$ cat config.mk
export PLATFORM = sky130hd
export DESIGN_NAME = fps_ctrl
export DESIGN_NICKNAME = d
export VERILOG_FILES = /design/src/fps_pkg.sv /design/src/fps_ctrl.sv
export SDC_FILE = /design/constraint.sdc
export NUM_CORES = 1
export LEC_CHECK = 0
export BUFFER_PORTS_ARGS = -buffer_cell sky130_fd_sc_hd__buf_2
export CORE_AREA = 2 2 39 41
export CTS_CLUSTER_DIAMETER = 60
export DETAILED_ROUTE_END_ITERATION = 10
export DIE_AREA = 0 0 41 43
export HOLD_SLACK_MARGIN = 0.08
export SYNTH_ARGS = -nofsm -noshare
export SYNTH_HDL_FRONTEND = slang
export SYNTH_SLANG_ARGS = --single-unit
$ cat constraint.sdc
create_clock -name clk -period 1.2 [get_ports clk]
set_input_delay 0.24 -clock clk [delete_from_list [all_inputs] [get_ports clk]]
set_output_delay 0.24 -clock clk [all_outputs]
set_load 0.02 [all_outputs]
$ cat src/fps_pkg.sv
// Shared types, constants and Fibonacci table for the Fibonacci peak search block.
package fps_pkg;

    localparam int SEARCH_SPAN_DEF = 1597;
    localparam int FIB_STEPS_DEF   = 16;
    localparam int LINEAR_MAX      = 5;

    localparam int POS_W     = 11;
    localparam int VAL_W     = 30;
    localparam int PROBE_W   = 12;
    localparam int SAMPLE_W  = 32;
    localparam int FIB_IDX_W = 4;
    localparam int EPOCH_W   = 4;
    localparam int PHASE_W   = 3;

    typedef logic [POS_W-1:0]            pos_t;
    typedef logic [VAL_W-1:0]            val_t;
    typedef logic [PROBE_W-1:0]          probe_t;
    typedef logic signed [SAMPLE_W-1:0]  sample_t;
    typedef logic [FIB_IDX_W-1:0]        fib_idx_t;
    typedef logic [EPOCH_W-1:0]          epoch_t;
    typedef logic [PHASE_W-1:0]          phase_t;

    localparam probe_t NONE_POS = '1;

    localparam logic REQ_START = 1'b0;
    localparam logic REQ_REPLY = 1'b1;

    localparam logic KIND_PROBE = 1'b0;
    localparam logic KIND_FINAL = 1'b1;

    localparam phase_t PH_IDLE   = 3'd0;
    localparam phase_t PH_LIN    = 3'd1;
    localparam phase_t PH_INIT_L = 3'd2;
    localparam phase_t PH_INIT_R = 3'd3;
    localparam phase_t PH_LOOP   = 3'd4;
    localparam phase_t PH_TAIL   = 3'd5;

    localparam pos_t FIB_TAB [16] = '{
        11'd1,   11'd2,   11'd3,   11'd5,   11'd8,   11'd13,  11'd21,  11'd34,
        11'd55,  11'd89,  11'd144, 11'd233, 11'd377, 11'd610, 11'd987, 11'd1597
    };

    typedef struct packed {
        logic start;
        logic reply_write;
        logic clear_step;
        logic mem_read;
        logic consume;
        logic emit_probe;
        logic emit_final;
    } ctrl_cmd_t;

    typedef struct packed {
        logic req_start;
        logic phase_idle;
        logic clear_needed;
        logic clear_last;
        logic need_zero;
        logic beyond;
        logic memo_range;
        logic memo_hit;
        logic out_busy;
    } dp_status_t;

endpackage

$ cat src/fps_ctrl.sv
// Sequencer for the Fibonacci peak search: handshake, memo clearing and probe resolution.
module fps_ctrl (
    input  logic                   clk,
    input  logic                   rst_n,
    input  logic                   in_valid,
    output logic                   in_ready,
    input  fps_pkg::dp_status_t    status,
    output fps_pkg::ctrl_cmd_t     cmd
);

    localparam logic [1:0] ST_IDLE  = 2'd0;
    localparam logic [1:0] ST_CLEAR = 2'd1;
    localparam logic [1:0] ST_EVAL  = 2'd2;
    localparam logic [1:0] ST_MEMRD = 2'd3;

    logic [1:0] state_reg;
    logic [1:0] state_next;

    always_ff @(posedge clk or negedge rst_n)
    begin
        if (!rst_n)
        begin
            state_reg <= ST_IDLE;
        end
        else
        begin
            state_reg <= state_next;
        end
    end

    always_comb
    begin
        state_next = state_reg;
        cmd        = '0;
        in_ready   = 1'b0;
        unique case (state_reg)
            ST_IDLE:
            begin
                in_ready = 1'b1;
                if (in_valid)
                begin
                    if (status.req_start)
                    begin
                        cmd.start  = 1'b1;
                        state_next = status.clear_needed ? ST_CLEAR : ST_EVAL;
                    end
                    else if (!status.phase_idle)
                    begin
                        cmd.reply_write = 1'b1;
                        state_next      = ST_EVAL;
                    end
                end
            end
            ST_CLEAR:
            begin
                cmd.clear_step = 1'b1;
                if (status.clear_last)
                begin
                    state_next = ST_EVAL;
                end
            end
            ST_EVAL:
            begin
                if (status.need_zero)
                begin
                    if (!status.out_busy)
                    begin
                        cmd.emit_final = 1'b1;
                        state_next     = ST_IDLE;
                    end
                end
                else if (status.beyond)
                begin
                    cmd.consume = 1'b1;
                end
                else if (status.memo_range)
                begin
                    cmd.mem_read = 1'b1;
                    state_next   = ST_MEMRD;
                end
                else if (!status.out_busy)
                begin
                    cmd.emit_probe = 1'b1;
                    state_next     = ST_IDLE;
                end
            end
            ST_MEMRD:
            begin
                if (status.memo_hit)
                begin
                    cmd.consume = 1'b1;
                    state_next  = ST_EVAL;
                end
                else if (!status.out_busy)
                begin
                    cmd.emit_probe = 1'b1;
                    state_next     = ST_IDLE;
                end
            end
            default:
            begin
                state_next = ST_IDLE;
            end
        endcase
    end

endmodule

==> results.tsv <==
metric	value	unit
overflow	0	
maxCapViolations	0	
setup_viol	9	
die_h	43	µm
synth_nets	43	
cts_buffer_depth	2	
ys_seq_area_share	20.4	%
io_pins	20	
critPathLaunchType	flop	
hpwlAfterDp	621	µm
largest_reg_flops	2	
fin_util	44.4	%
multiInputGateArea	258	µm²
path_clk_slew	0.03	ns
synth_area	245	µm²
syn-mean-instance-area	7.91	µm²
cts_root_buffer	clkbuf_4	
grt_max_degree	8	
ant_nets	0	
slew_viol_final	0	
synth_fa_ha_area_share	0	%
grt_pass1_vias	382	
reg2reg_to	state_reg[0]	
powerDensity	1940	nW/µm²
r2r-start	state_reg[0]	
min_period_over_period	124	%
ys_ff_latch	2	
port_buffers	19	
cp_max_fo	6	
gp_congestion	0.771	
insertion_delay	0.23	ns
antenna_cells	0	
crit_start	state_reg[0]	
status	finished with violations	
wl	970	µm
cp.required	0.96	ns
syn_inst	31	
synth_compound_area_share	23.0	%
drive_above_1_share	78.8	%
worstSetupEndpoint	cmd[5]	
worst_pin_slew	0.270	ns
wl_per_cell	11.8	µm
clock_sinks	2	
htree_num_levels	1	
yosysWarnings	0	
area_growth_syn_to_layout	151	%
p_leak	0.285	nW
drc	0	
synth_top_family_by_area	simple AND/OR/NAND/NOR gates	
grt_pass1_wl	1570	µm
cts_tree	done	
worst_ir_drop_vdd	1260	µV
die_area	1760	µm²
rows	14	
cts_buffers	3	
core_area	1380	µm²
max_freq	673	MHz
gr-usage-all-layers	13.9	%
hold_class	in2async	
end_kind	output pin	
reg2reg_depth	4	
first_pass_iters	4	
drtIter0Drc	3	
rsz0062_at_grt	yes	
fin_skew	0.00110	ns
synthDistinctLibCells	24	
layout_setup_ws	-0.286	ns
relSlewSlack	82.0	%
postPlaceCellArea	443	µm²
final_cell_mix	buf_2 (12), buf_4 (11), buf_6 (9), nand2b_1 (3), clkbuf_4 (3)	
nets	80	
hold_viol	0	
vias_per_cell	4.68	
seq_area	52.6	µm²
final_common_cell	buf_2	
vias	384	
synth_mux_area_share	0	%
start_util	17.7	%
arrival	1.25	ns
crit_type	reg2out	
yosys.area_share.simple	49.0	%
violations	setup timing	
antenna_found_initial	0	
nFillCells	133	
fin_area	614	µm²
r2r_setup_slack	-0.19	ns
min_period	1.49	ns
die_w	41	µm
yosys.area_share.xor_xnor	0	%
## critical path: stages (launching register included)
cell,delay (ns)
dfrtp_2,0.43
buf_6,0.15
nor2_4,0.11
nand2_2,0.08
nor3_4,0.11
buf_6,0.13
## cells in the mapped netlist, drive strengths merged
cell type  number  area [µm²]
nand2           3        11.3
nand2b          3        18.8
a21oi           2        10.0
and3            2        12.5
dfrtp           2        50.1
inv             2        7.50
nor2            2        10.0
nor3b           2        20.0
a2111oi         1        15.0
a211oi          1        7.51
a21boi          1        7.51
a311oi          1        8.76
and3b           1        8.76
buf             1        11.3
nand3           1        5.00
nand3b          1        7.51
nor2b           1        6.26
nor3            1        5.00
nor4            1        6.26
nor4b           1        8.76
o31ai           1        7.51
## metal layers
metal  global-route usage (%)  wire (µm)  up-vias
li1                         -          -      190
met1                     14.5        341      174
met2                     20.9        541       16
met3                     4.19         60        4
met4                     12.0         26        0
met5                        0          0        -
## final cells by class
class | instances | area share [%]
sequential | 2 | 8.55
multi-input combinational | 26 | 42.0
tap | 16 | 3.26
inverter | 2 | 1.22
clock buffer | 3 | 3.67
timing repair buffer | 33 | 41.3
## logic make-up (layout without fill, tap and decap cells)
group	Yosys count	in the layout
AND/OR/NAND/NOR	19	19
AO/OA/AOI/OAI	7	7
buffers and inverters	3	38
flip-flops	2	2
## per-stage QoR
stage          power (mW)  worst slack, ns  setup TNS, ns  hold slack, ns  std cells
5_1_grt              1.28           -0.352          -2.80           0.338         82
2_1_floorplan       0.524          -0.0741         -0.220         -0.0556         31
3_5_place_dp        0.736           -0.153         -0.799          0.0272         72
3_3_place_gp        0.735           -0.121         -0.625          0.0259         72
6_report             1.19           -0.286          -2.13           0.325         82
4_1_cts              1.13           -0.294          -2.32           0.324         80
## repair_timing
item / in CTS / in global routing
endpoints found under the setup margin: 10 / 10
setup buffers: 4 / 2
hold buffers: 1 / 0
endpoints found under the hold margin: 2 / 0
pin swaps: 9 / 5
resized for setup: 22 / 3
## how the worst min path moves through the flow
stage,end,cells past startpoint,start,slack (ns)
CTS,state_reg[1],2,rst_n,0.32
global placement,state_reg[1],1,rst_n,0.03
finish,state_reg[1],2,rst_n,0.32
detailed placement,state_reg[0],1,rst_n,0.03
floorplan,state_reg[0],0,rst_n,-0.06
global route,state_reg[0],2,rst_n,0.34
## power by group
part | total (mW) | switching, mW | internal [mW]
logic | 0.881 | 0.395 | 0.486
clock network | 0.154 | 0.0429 | 0.111
registers | 0.156 | 0.0501 | 0.106
total | 1.19 | 0.488 | 0.702
Note: power is estimated with default switching activity, not from simulation.
